[config.mk]
export PLATFORM = sky130hd
export DESIGN_NAME = serial_drive_command_parser_core
export DESIGN_NICKNAME = d
export VERILOG_FILES = /design/src/rtl/sdcp_pkg.sv /design/src/rtl/sdcp_front.sv /design/src/rtl/sdcp_queue.sv /design/src/rtl/sdcp_back.sv /design/src/rtl/serial_drive_command_parser_core.sv
export SDC_FILE = /design/constraint.sdc
export NUM_CORES = 1
export LEC_CHECK = 0
export BUFFER_PORTS_ARGS = -buffer_cell sky130_fd_sc_hd__buf_4
export CORE_MARGIN = 2
export CORE_UTILIZATION = 45
export CTS_CLUSTER_SIZE = 14
export DETAILED_ROUTE_END_ITERATION = 6
export PLACE_DENSITY = 0.8
export SYNTH_ARGS = -nofsm -noshare
export SYNTH_HDL_FRONTEND = slang
export SYNTH_SLANG_ARGS = --single-unit
export TNS_END_PERCENT = 50
[constraint.sdc]
create_clock -name clk -period 4 [get_ports clk]
set_input_delay 0.6 -clock clk [delete_from_list [all_inputs] [get_ports clk]]
set_output_delay 0.6 -clock clk [all_outputs]
set_load 0.01 [all_outputs]
[src/rtl/sdcp_pkg.sv]
// Shared constants, command codes and the queue entry type of the serial drive
// command parser. Has no dependencies; every module of the block imports it.
package sdcp_pkg;

  localparam int VALUE_WIDTH = 16;
  localparam int FIELD_COUNT = 5;
  localparam int STATE_WIDTH = 3;
  localparam int IDX_WIDTH   = 3;
  localparam int EVENT_WIDTH = 2;
  localparam int TURN_COUNT  = 4;
  localparam int TURN_IDX_W  = $clog2(TURN_COUNT);
  localparam int SPEED_FIELD = TURN_COUNT;

  // Received characters that carry a meaning.
  localparam logic [7:0] CH_REPORT = 8'h3F;
  localparam logic [7:0] CH_START  = 8'h46;
  localparam logic [7:0] CH_STOP   = 8'h53;
  localparam logic [7:0] CH_OPEN   = 8'h28;
  localparam logic [7:0] CH_CLOSE  = 8'h29;
  localparam logic [7:0] CH_COLON  = 8'h3A;
  localparam logic [7:0] CH_ZERO   = 8'h30;
  localparam logic [7:0] CH_NINE   = 8'h39;

  // Command codes passed from the front end to the execution side.
  localparam logic [2:0] OP_STOP   = 3'd0;
  localparam logic [2:0] OP_START  = 3'd1;
  localparam logic [2:0] OP_REPORT = 3'd2;
  localparam logic [2:0] OP_OPEN   = 3'd3;
  localparam logic [2:0] OP_DIGIT  = 3'd4;
  localparam logic [2:0] OP_COLON  = 3'd5;
  localparam logic [2:0] OP_CLOSE  = 3'd6;

  // Result event codes.
  localparam logic [EVENT_WIDTH-1:0] EV_WRITE_STATE = 2'd0;
  localparam logic [EVENT_WIDTH-1:0] EV_REPORT      = 2'd1;
  localparam logic [EVENT_WIDTH-1:0] EV_PARAMS      = 2'd2;

  // Register addresses.
  localparam int         PADDR_WIDTH   = 3;
  localparam logic [PADDR_WIDTH-1:0] ADDR_STOPPED = 3'd0;

  typedef struct packed {
    logic [2:0]             op;
    logic [3:0]             digit;
    logic [STATE_WIDTH-1:0] drive;
    logic [STATE_WIDTH-1:0] stop_code;
  } op_t;

endpackage

[src/rtl/sdcp_front.sv]
// Front end: accepts received bytes, tracks whether a list is open and turns
// each byte with an effect into a command for the queue. Depends on sdcp_pkg.
module sdcp_front (
  input  logic                            clk,
  input  logic                            rst,
  input  logic                            in_valid,
  output logic                            in_ready,
  input  logic [7:0]                      rx_byte,
  input  logic [sdcp_pkg::STATE_WIDTH-1:0] drive_state,
  input  logic [sdcp_pkg::STATE_WIDTH-1:0] stopped_code,
  input  logic                            q_full,
  output logic                            push,
  output sdcp_pkg::op_t                   push_op
);
  import sdcp_pkg::*;

  logic in_list;
  logic in_list_next;
  logic take;
  logic useful;

  assign in_ready = !q_full;
  assign take     = in_valid && in_ready;

  always_comb begin
    useful            = 1'b0;
    in_list_next      = in_list;
    push_op.op        = OP_REPORT;
    push_op.digit     = 4'(rx_byte - CH_ZERO);
    push_op.drive     = drive_state;
    push_op.stop_code = stopped_code;
    if (in_list) begin
      if (rx_byte >= CH_ZERO && rx_byte <= CH_NINE) begin
        useful     = 1'b1;
        push_op.op = OP_DIGIT;
      end else if (rx_byte == CH_COLON) begin
        useful     = 1'b1;
        push_op.op = OP_COLON;
      end else if (rx_byte == CH_CLOSE) begin
        useful       = 1'b1;
        push_op.op   = OP_CLOSE;
        in_list_next = 1'b0;
      end
    end else begin
      unique case (rx_byte)
        CH_STOP: begin
          useful     = (drive_state != stopped_code);
          push_op.op = OP_STOP;
        end
        CH_START: begin
          useful     = 1'b1;
          push_op.op = OP_START;
        end
        CH_REPORT: begin
          useful     = 1'b1;
          push_op.op = OP_REPORT;
        end
        CH_OPEN: begin
          useful       = 1'b1;
          push_op.op   = OP_OPEN;
          in_list_next = 1'b1;
        end
        default: useful = 1'b0;
      endcase
    end
  end

  assign push = take && useful;

  always_ff @(posedge clk) begin
    if (rst) begin
      in_list <= 1'b0;
    end else if (take) begin
      in_list <= in_list_next;
    end
  end

endmodule

[src/rtl/sdcp_queue.sv]
// Two-entry command queue between the front end and the execution side.
// Depends on sdcp_pkg for the entry type.
module sdcp_queue (
  input  logic          clk,
  input  logic          rst,
  input  logic          push,
  input  sdcp_pkg::op_t push_op,
  output logic          full,
  input  logic          pop,
  output logic          head_valid,
  output sdcp_pkg::op_t head_op
);
  import sdcp_pkg::*;

  op_t        slots [2];
  logic       wr_ptr;
  logic       rd_ptr;
  logic [1:0] count;

  assign full       = (count == 2'd2);
  assign head_valid = (count != 2'd0);
  assign head_op    = slots[rd_ptr];

  always_ff @(posedge clk) begin
    if (push) begin
      slots[wr_ptr] <= push_op;
    end
  end

  always_ff @(posedge clk) begin
    if (rst) begin
      wr_ptr <= 1'b0;
      rd_ptr <= 1'b0;
      count  <= 2'd0;
    end else begin
      if (push) begin
        wr_ptr <= !wr_ptr;
      end
      if (pop) begin
        rd_ptr <= !rd_ptr;
      end
      case ({push, pop})
        2'b10:   count <= count + 2'd1;
        2'b01:   count <= count - 2'd1;
        default: count <= count;
      endcase
    end
  end

endmodule

[src/rtl/sdcp_back.sv]
// Execution side: holds the saved drive state and the list values, carries out
// one command per cycle unless a held result waits on out_ready, and keeps the
// result in an output register. Depends on sdcp_pkg.
module sdcp_back (
  input  logic                                 clk,
  input  logic                                 rst,
  input  logic                                 head_valid,
  input  sdcp_pkg::op_t                        head_op,
  output logic                                 pop,
  output logic                                 out_valid,
  input  logic                                 out_ready,
  output logic [sdcp_pkg::EVENT_WIDTH-1:0]     event_res,
  output logic [sdcp_pkg::STATE_WIDTH-1:0]     new_state,
  output logic [sdcp_pkg::VALUE_WIDTH-1:0]     speed_step_one,
  output logic [sdcp_pkg::VALUE_WIDTH-1:0]     angle_step_one,
  output logic [sdcp_pkg::VALUE_WIDTH-1:0]     speed_step_two,
  output logic [sdcp_pkg::VALUE_WIDTH-1:0]     angle_step_two,
  output logic [sdcp_pkg::VALUE_WIDTH-1:0]     cruise_speed
);
  import sdcp_pkg::*;

  localparam int WIDE = VALUE_WIDTH + 4;
  localparam logic [WIDE-1:0] VMAX = WIDE'({VALUE_WIDTH{1'b1}});

  logic [STATE_WIDTH-1:0] saved_drive;
  logic [IDX_WIDTH-1:0]   field_index;
  logic [VALUE_WIDTH-1:0] turn_values [TURN_COUNT];
  logic [VALUE_WIDTH-1:0] speed_value;

  logic [VALUE_WIDTH-1:0] cur_value;
  logic [WIDE-1:0]        scaled;
  logic [VALUE_WIDTH-1:0] digit_value;
  logic [IDX_WIDTH-1:0]   next_index;
  logic                   colon_moves;
  logic                   has_result;

  assign pop = head_valid && (!out_valid || out_ready);

  always_comb begin
    if (field_index < IDX_WIDTH'(TURN_COUNT)) begin
      cur_value = turn_values[field_index[TURN_IDX_W-1:0]];
    end else if (field_index == IDX_WIDTH'(SPEED_FIELD)) begin
      cur_value = speed_value;
    end else begin
      cur_value = '0;
    end
  end

  // Times ten plus the digit as a shift-and-add, then saturation at the field width.
  assign scaled = {1'b0, cur_value, 3'b000} + {3'b000, cur_value, 1'b0}
                  + WIDE'(head_op.digit);
  assign digit_value = (scaled > VMAX) ? {VALUE_WIDTH{1'b1}} : scaled[VALUE_WIDTH-1:0];

  assign next_index  = field_index + IDX_WIDTH'(1);
  assign colon_moves = (32'(field_index) + 32'd1 < 32'(FIELD_COUNT))
                       && (field_index != {IDX_WIDTH{1'b1}});

  always_comb begin
    unique case (head_op.op)
      OP_STOP, OP_START, OP_REPORT, OP_CLOSE: has_result = 1'b1;
      default:                                has_result = 1'b0;
    endcase
  end

  // Parser state.
  always_ff @(posedge clk) begin
    if (rst) begin
      saved_drive <= '0;
      field_index <= '0;
      speed_value <= '0;
      for (int i = 0; i < TURN_COUNT; i++) begin
        turn_values[i] <= '0;
      end
    end else if (pop) begin
      unique case (head_op.op)
        OP_STOP: saved_drive <= head_op.drive;
        OP_OPEN: begin
          speed_value    <= '0;
          field_index    <= '0;
          turn_values[0] <= '0;
        end
        OP_DIGIT: begin
          if (field_index < IDX_WIDTH'(TURN_COUNT)) begin
            turn_values[field_index[TURN_IDX_W-1:0]] <= digit_value;
          end else if (field_index == IDX_WIDTH'(SPEED_FIELD)) begin
            speed_value <= digit_value;
          end
        end
        OP_COLON: begin
          if (colon_moves) begin
            field_index <= next_index;
            if (next_index < IDX_WIDTH'(TURN_COUNT)) begin
              turn_values[next_index[TURN_IDX_W-1:0]] <= '0;
            end else if (next_index == IDX_WIDTH'(SPEED_FIELD)) begin
              speed_value <= '0;
            end
          end
        end
        default: saved_drive <= saved_drive;
      endcase
    end
  end

  // Output register.
  always_ff @(posedge clk) begin
    if (rst) begin
      out_valid <= 1'b0;
    end else if (pop && has_result) begin
      out_valid <= 1'b1;
    end else if (out_ready) begin
      out_valid <= 1'b0;
    end
  end

  always_ff @(posedge clk) begin
    if (pop && has_result) begin
      new_state      <= '0;
      speed_step_one <= '0;
      angle_step_one <= '0;
      speed_step_two <= '0;
      angle_step_two <= '0;
      cruise_speed   <= '0;
      unique case (head_op.op)
        OP_STOP: begin
          event_res <= EV_WRITE_STATE;
          new_state <= head_op.stop_code;
        end
        OP_START: begin
          event_res <= EV_WRITE_STATE;
          new_state <= saved_drive;
        end
        OP_REPORT: event_res <= EV_REPORT;
        default: begin
          event_res      <= EV_PARAMS;
          speed_step_one <= turn_values[0];
          angle_step_one <= turn_values[1];
          speed_step_two <= turn_values[2];
          angle_step_two <= turn_values[3];
          cruise_speed   <= speed_value;
        end
      endcase
    end
  end

endmodule

[src/rtl/serial_drive_command_parser_core.sv]
// Top level of the serial drive command parser: register port, front end,
// command queue and execution side. Depends on sdcp_pkg, sdcp_front,
// sdcp_queue and sdcp_back.
//
//   Channel   Handshake               Payload
//   ------    ---------------------   --------------------------------------
//   input     in_valid / in_ready     rx_byte, drive_state
//   output    out_valid / out_ready   event_res, new_state, speed_step_one,
//                                     angle_step_one, speed_step_two,
//                                     angle_step_two, cruise_speed
//   config    psel/penable/pready     paddr, pwrite, pwdata, prdata
//
// Each byte is decoded combinationally in the front end and, if useful, put into the
// queue; the execution side takes it from the queue head and registers the
// result. One byte per cycle is sustained while the output is not stalled.
// Reset is synchronous and clears the list state, the saved drive state, all
// values and the queue; the stopped code returns to 7. A stall on the output
// fills the output register and then the two-entry queue; only then does
// in_ready drop. Until then, bytes that cause no work are taken and use no entry.
module serial_drive_command_parser_core (
  input  logic                                 clk,
  input  logic                                 rst,
  // Received byte channel.
  input  logic                                 in_valid,
  output logic                                 in_ready,
  input  logic [7:0]                           rx_byte,
  input  logic [sdcp_pkg::STATE_WIDTH-1:0]     drive_state,
  // Result channel.
  output logic                                 out_valid,
  input  logic                                 out_ready,
  output logic [sdcp_pkg::EVENT_WIDTH-1:0]     event_res,
  output logic [sdcp_pkg::STATE_WIDTH-1:0]     new_state,
  output logic [sdcp_pkg::VALUE_WIDTH-1:0]     speed_step_one,
  output logic [sdcp_pkg::VALUE_WIDTH-1:0]     angle_step_one,
  output logic [sdcp_pkg::VALUE_WIDTH-1:0]     speed_step_two,
  output logic [sdcp_pkg::VALUE_WIDTH-1:0]     angle_step_two,
  output logic [sdcp_pkg::VALUE_WIDTH-1:0]     cruise_speed,
  // Register port.
  input  logic                                 psel,
  input  logic                                 penable,
  input  logic                                 pwrite,
  input  logic [sdcp_pkg::PADDR_WIDTH-1:0]     paddr,
  input  logic [31:0]                          pwdata,
  output logic [31:0]                          prdata,
  output logic                                 pready
);
  import sdcp_pkg::*;

  logic [STATE_WIDTH-1:0] stopped_code;
  logic                   push;
  op_t                    push_op;
  logic                   q_full;
  logic                   pop;
  logic                   head_valid;
  op_t                    head_op;

  // The register port never waits. The user must write the stopped code only while
  // block is idle (not enforced), so the front end may sample it as each byte arrives.
  assign pready = 1'b1;

  always_ff @(posedge clk) begin
    if (rst) begin
      stopped_code <= 3'd7;
    end else if (psel && penable && pwrite && pready && paddr == ADDR_STOPPED) begin
      stopped_code <= pwdata[STATE_WIDTH-1:0];
    end
  end

  assign prdata = (paddr == ADDR_STOPPED) ? 32'(stopped_code) : 32'd0;

  // The front end decides what each byte means and drops bytes with no effect.
  sdcp_front u_front (
    .clk          (clk),
    .rst          (rst),
    .in_valid     (in_valid),
    .in_ready     (in_ready),
    .rx_byte      (rx_byte),
    .drive_state  (drive_state),
    .stopped_code (stopped_code),
    .q_full       (q_full),
    .push         (push),
    .push_op      (push_op)
  );

  sdcp_queue u_queue (
    .clk        (clk),
    .rst        (rst),
    .push       (push),
    .push_op    (push_op),
    .full       (q_full),
    .pop        (pop),
    .head_valid (head_valid),
    .head_op    (head_op)
  );

  // The execution side updates the list values and builds each result transfer.
  sdcp_back u_back (
    .clk            (clk),
    .rst            (rst),
    .head_valid     (head_valid),
    .head_op        (head_op),
    .pop            (pop),
    .out_valid      (out_valid),
    .out_ready      (out_ready),
    .event_res      (event_res),
    .new_state      (new_state),
    .speed_step_one (speed_step_one),
    .angle_step_one (angle_step_one),
    .speed_step_two (speed_step_two),
    .angle_step_two (angle_step_two),
    .cruise_speed   (cruise_speed)
  );

endmodule
==> metrics.txt <==
Clock Latency Late Sink slightly above 0.5 ns; dpl ws -0.0128 ns; Die Y between 150 and 200 microns; via-per-instance ratio 5.70; met3 wire length 2030 microns; GPL Wtd Cong 0.889; Starting Density 45.8%; DIE AREA 24,300 sq um; Final Hold Vio Count 0; Final period util 100%; critical path launch point type register; Post-synth EDFFs approximately 180; Crit-path slowest cell mux4_2; WP data arrival 4.34 ns; # DRC 0; Switching Fraction a little under a third; first-pass GRT wire length 37,900 microns; port bufs around 110; largest net degree at the start of global routing 87; Max Slew Vio Count 0; Mapped Area 10,400 sq um; antenna fix cells 0; layout cells sized above 1 29.1%; Synth Area in XOR/XNOR 1.44%; Post-Route M1 WL 9770 microns; delay of the slowest critical-path stage 0.51 ns; Top delay family on crit path compound AO/OA/AOI/OAI gates; Final setup viols 4; area grow syn2layout 24.8%; Slew @ Worst Pin roughly 0.84 ns; Tot GR Track Use between 15 and 20%; Pint 0.00456 W; # nets final 1,115; initial antenna violation count 0; Leak Pwr 5.05 nW; Max-cap violations 0; H-Tree Depth 1; Clock Path Buffers 3; total grt overflow 0; HPWL reported at the end of detailed placement ~16,000 microns; CP bufs+invs 5; Crit path required time around 4.3 ns; Comb pwr share between 20% and 30%; WL/cell 19.0 microns; RSZ-0062 raised after global routing true; row count 55; uppermost layer routed met4; top-area cell type share of the netlist area between 50% and 60%; main area contributors after synthesis edfxtp_1 (51%), dfxtp_1 (6.6%), a21oi_1 (5.5%); synthesized instance count roughly 860; Setup WS post-layout -0.00555 ns; most frequent cell after synthesis edfxtp_1; CTS tree built; maximum clock frequency 0.250 GHz; worst min path class in2reg; minimum clock period 4.01 ns; vias in the first global route 7,246; final wirelength 25,200 microns; Post-CTS Hold Fix Bufs 0; Adder-Cell Fraction of Synth Area under 10%; worst rel slew slack 43.8%; Crit Path Class reg2reg; Synth area leader edfxtp_1; drt initial violations roughly 700; CP Capture Type register; Core Area 22,600 sq um; final instance area 12,900 sq um; clk slew on worst S/H paths 0.07 ns; root buffer cell clkbuf_16; Seq pwr share 39.9%; Pwr Density between 500 and 600 nW/um^2; Most used DFF post-synth edfxtp_1; WHS 0.296 ns; main combinational cell family by area after synthesis simple AND/OR/NAND/NOR gates; Simple-Gate Fraction of Synth Area 13.5%; Setup Skew ~0.011 ns; power share of the clock group a little under a third; Max IR drop VDD 0.321 mV; complex-gate fraction of the synthesized area 12.6%; TritonCTS Sinks 209; Routed Antenna Nets 0; Vias ~7,600; Seq/Total Area, Yosys about 57%; routed wl met2 12,500 microns; CP cell instances buf_4 > mux4_2 > nand2_1 > nand2_2 > ha_1 > ha_2 > fa_2 > a211oi_4 > o211ai_2 > buf_6 > a21o_1 > a221oi_4 > a2111oi_4 > buf_6 > buf_12 > buf_16 > a21oi_1; commonest cells in the netlist edfxtp_1 (175), a21oi_1 (114), and2_1 (90), nand2_1 (60), ha_1 (36); IO Count between 150 and 200; mux contribution to synthesized area around 5%; status complete, but fails checks; violated checks setup timing; post-synthesis cell type count 75; Critical Path Fanout Max 15; async set or reset register ratio after synthesis 0%; DRT Pass-1 Iters 5; Post-Syn Area per Cell 12.1 sq um; Synth Warn # 0; Cell Area, Placed 11,700 sq um; CTS Buf Count 22; crit-path most repeated cell buf_6; synthesized flop and latch total 209; Net Sw Power 0.00200 W; Die X 156 microns
timing repair:
item	in CTS	in global routing
pin swaps	11	12
setup endpoints to repair	22	76
resized for setup	16	37
buffers inserted	5	7
cloned	3	1
power groups by stage:
stage | clock [W] | sequential (W) | combinational [W]
global placement | 0 | 0.00265 | 0.00151
finish | 0.00201 | 0.00262 | 0.00193
detailed placement | 0 | 0.00266 | 0.00155
global route | 0.00211 | 0.00263 | 0.00206
CTS | 0.00202 | 0.00262 | 0.00174
floorplan | 0 | 0.00269 | 0.00100
worst paths after layout:
kind / startpoint / end / slack, ns / cells after the start
max reg2reg: register / u_back.turn_values[2][6]$_SDFFCE_PN0P_ / -0.006 / 17
min: drive_state[1] / u_queue.slots[0][4]$_DFFE_PP_ / 0.30 / 1
min reg2reg: u_queue.wr_ptr$_SDFFE_PP0P_ / u_queue.wr_ptr$_SDFFE_PP0P_ / 0.48 / 2
max: register / u_back.turn_values[2][6]$_SDFFCE_PN0P_ / -0.006 / 17
per-layer routing:
| layer | GRT usage [%] | vias up |
|---|---|---|
| met5 | 1.24 | - |
| met4 | 9.52 | 0 |
| met3 | 3.08 | 66 |
| met2 | 33.0 | 411 |
| met1 | 24.8 | 3637 |
| li1 | - | 3444 |
registers in the layout (all words and copies together), names as in the netlist, 16 cells and up, named ones only:
name,count
u_queue.slots,26
u_back.cruise_speed,16
u_back.turn_values,64
u_back.speed_value,16
speed_step_two,16
angle_step_two,16
speed_step_one,16
angle_step_one,16
layout make-up:
| type | count | area, sq um |
|---|---|---|
| Inverter | 20 | 75.1 |
| Fill cell | 1731 | 9710 |
| Clock inverter | 15 | 149 |
| Clock buffer | 25 | 562 |
| Timing Repair Buffer | 190 | 1620 |
| Sequential cell | 209 | 5940 |
| Tap cell | 285 | 357 |
| Multi-Input combinational cell | 581 | 4240 |
metrics by stage:
step | total power (W) | cells | utilization, % | setup TNS [ns]
after floorplan | 0.00370 | 887 | - | 0
after global placement | 0.00416 | 1269 | 51.8 | 0
after detailed placement | 0.00421 | 1269 | 51.8 | -0.0196
after CTS | 0.00638 | 1317 | 55.9 | -0.157
after global routing | 0.00680 | 1325 | 57.1 | -6.49
final | 0.00656 | 1325 | 57.1 | -0.0123
kinds of logic (layout without fill, tap and decap cells):
logic type	Yosys count	after routing
mux	31	31
fa+ha+maj	38	38
buf+inv	97	250
xor+xnor	17	17
other cells	2	30
simple gates	259	259
compound gates	206	206
flops	209	209
cells in the final DEF, fill, tap and decap left out, types with 5 or more instances in the layout:
cell	synthesis	layout
a211oi_1	11	9
a21o_1	6	6
a21oi_1	114	99
a21oi_2	2	16
a31oi_1	14	13
and2_1	90	89
and2b_1	5	5
buf_12	0	7
buf_4	32	174
buf_6	8	5
clkbuf_16	0	23
clkinv_2	0	5
conb_1	2	30
dfxtp_1	34	33
edfxtp_1	175	175
ha_1	36	24
ha_4	0	10
inv_1	19	18
mux2i_1	12	12
mux4_2	15	16
nand2_1	60	55
nand2_2	1	6
nand3_1	24	24
nand4_1	7	7
nor2_1	33	33
nor2b_1	9	9
o211ai_1	5	5
o21a_1	6	5
o21ai_0	9	8
o21ai_1	4	5
xnor2_1	7	7
xor2_1	10	10
Power figures use the tool's default switching activity.
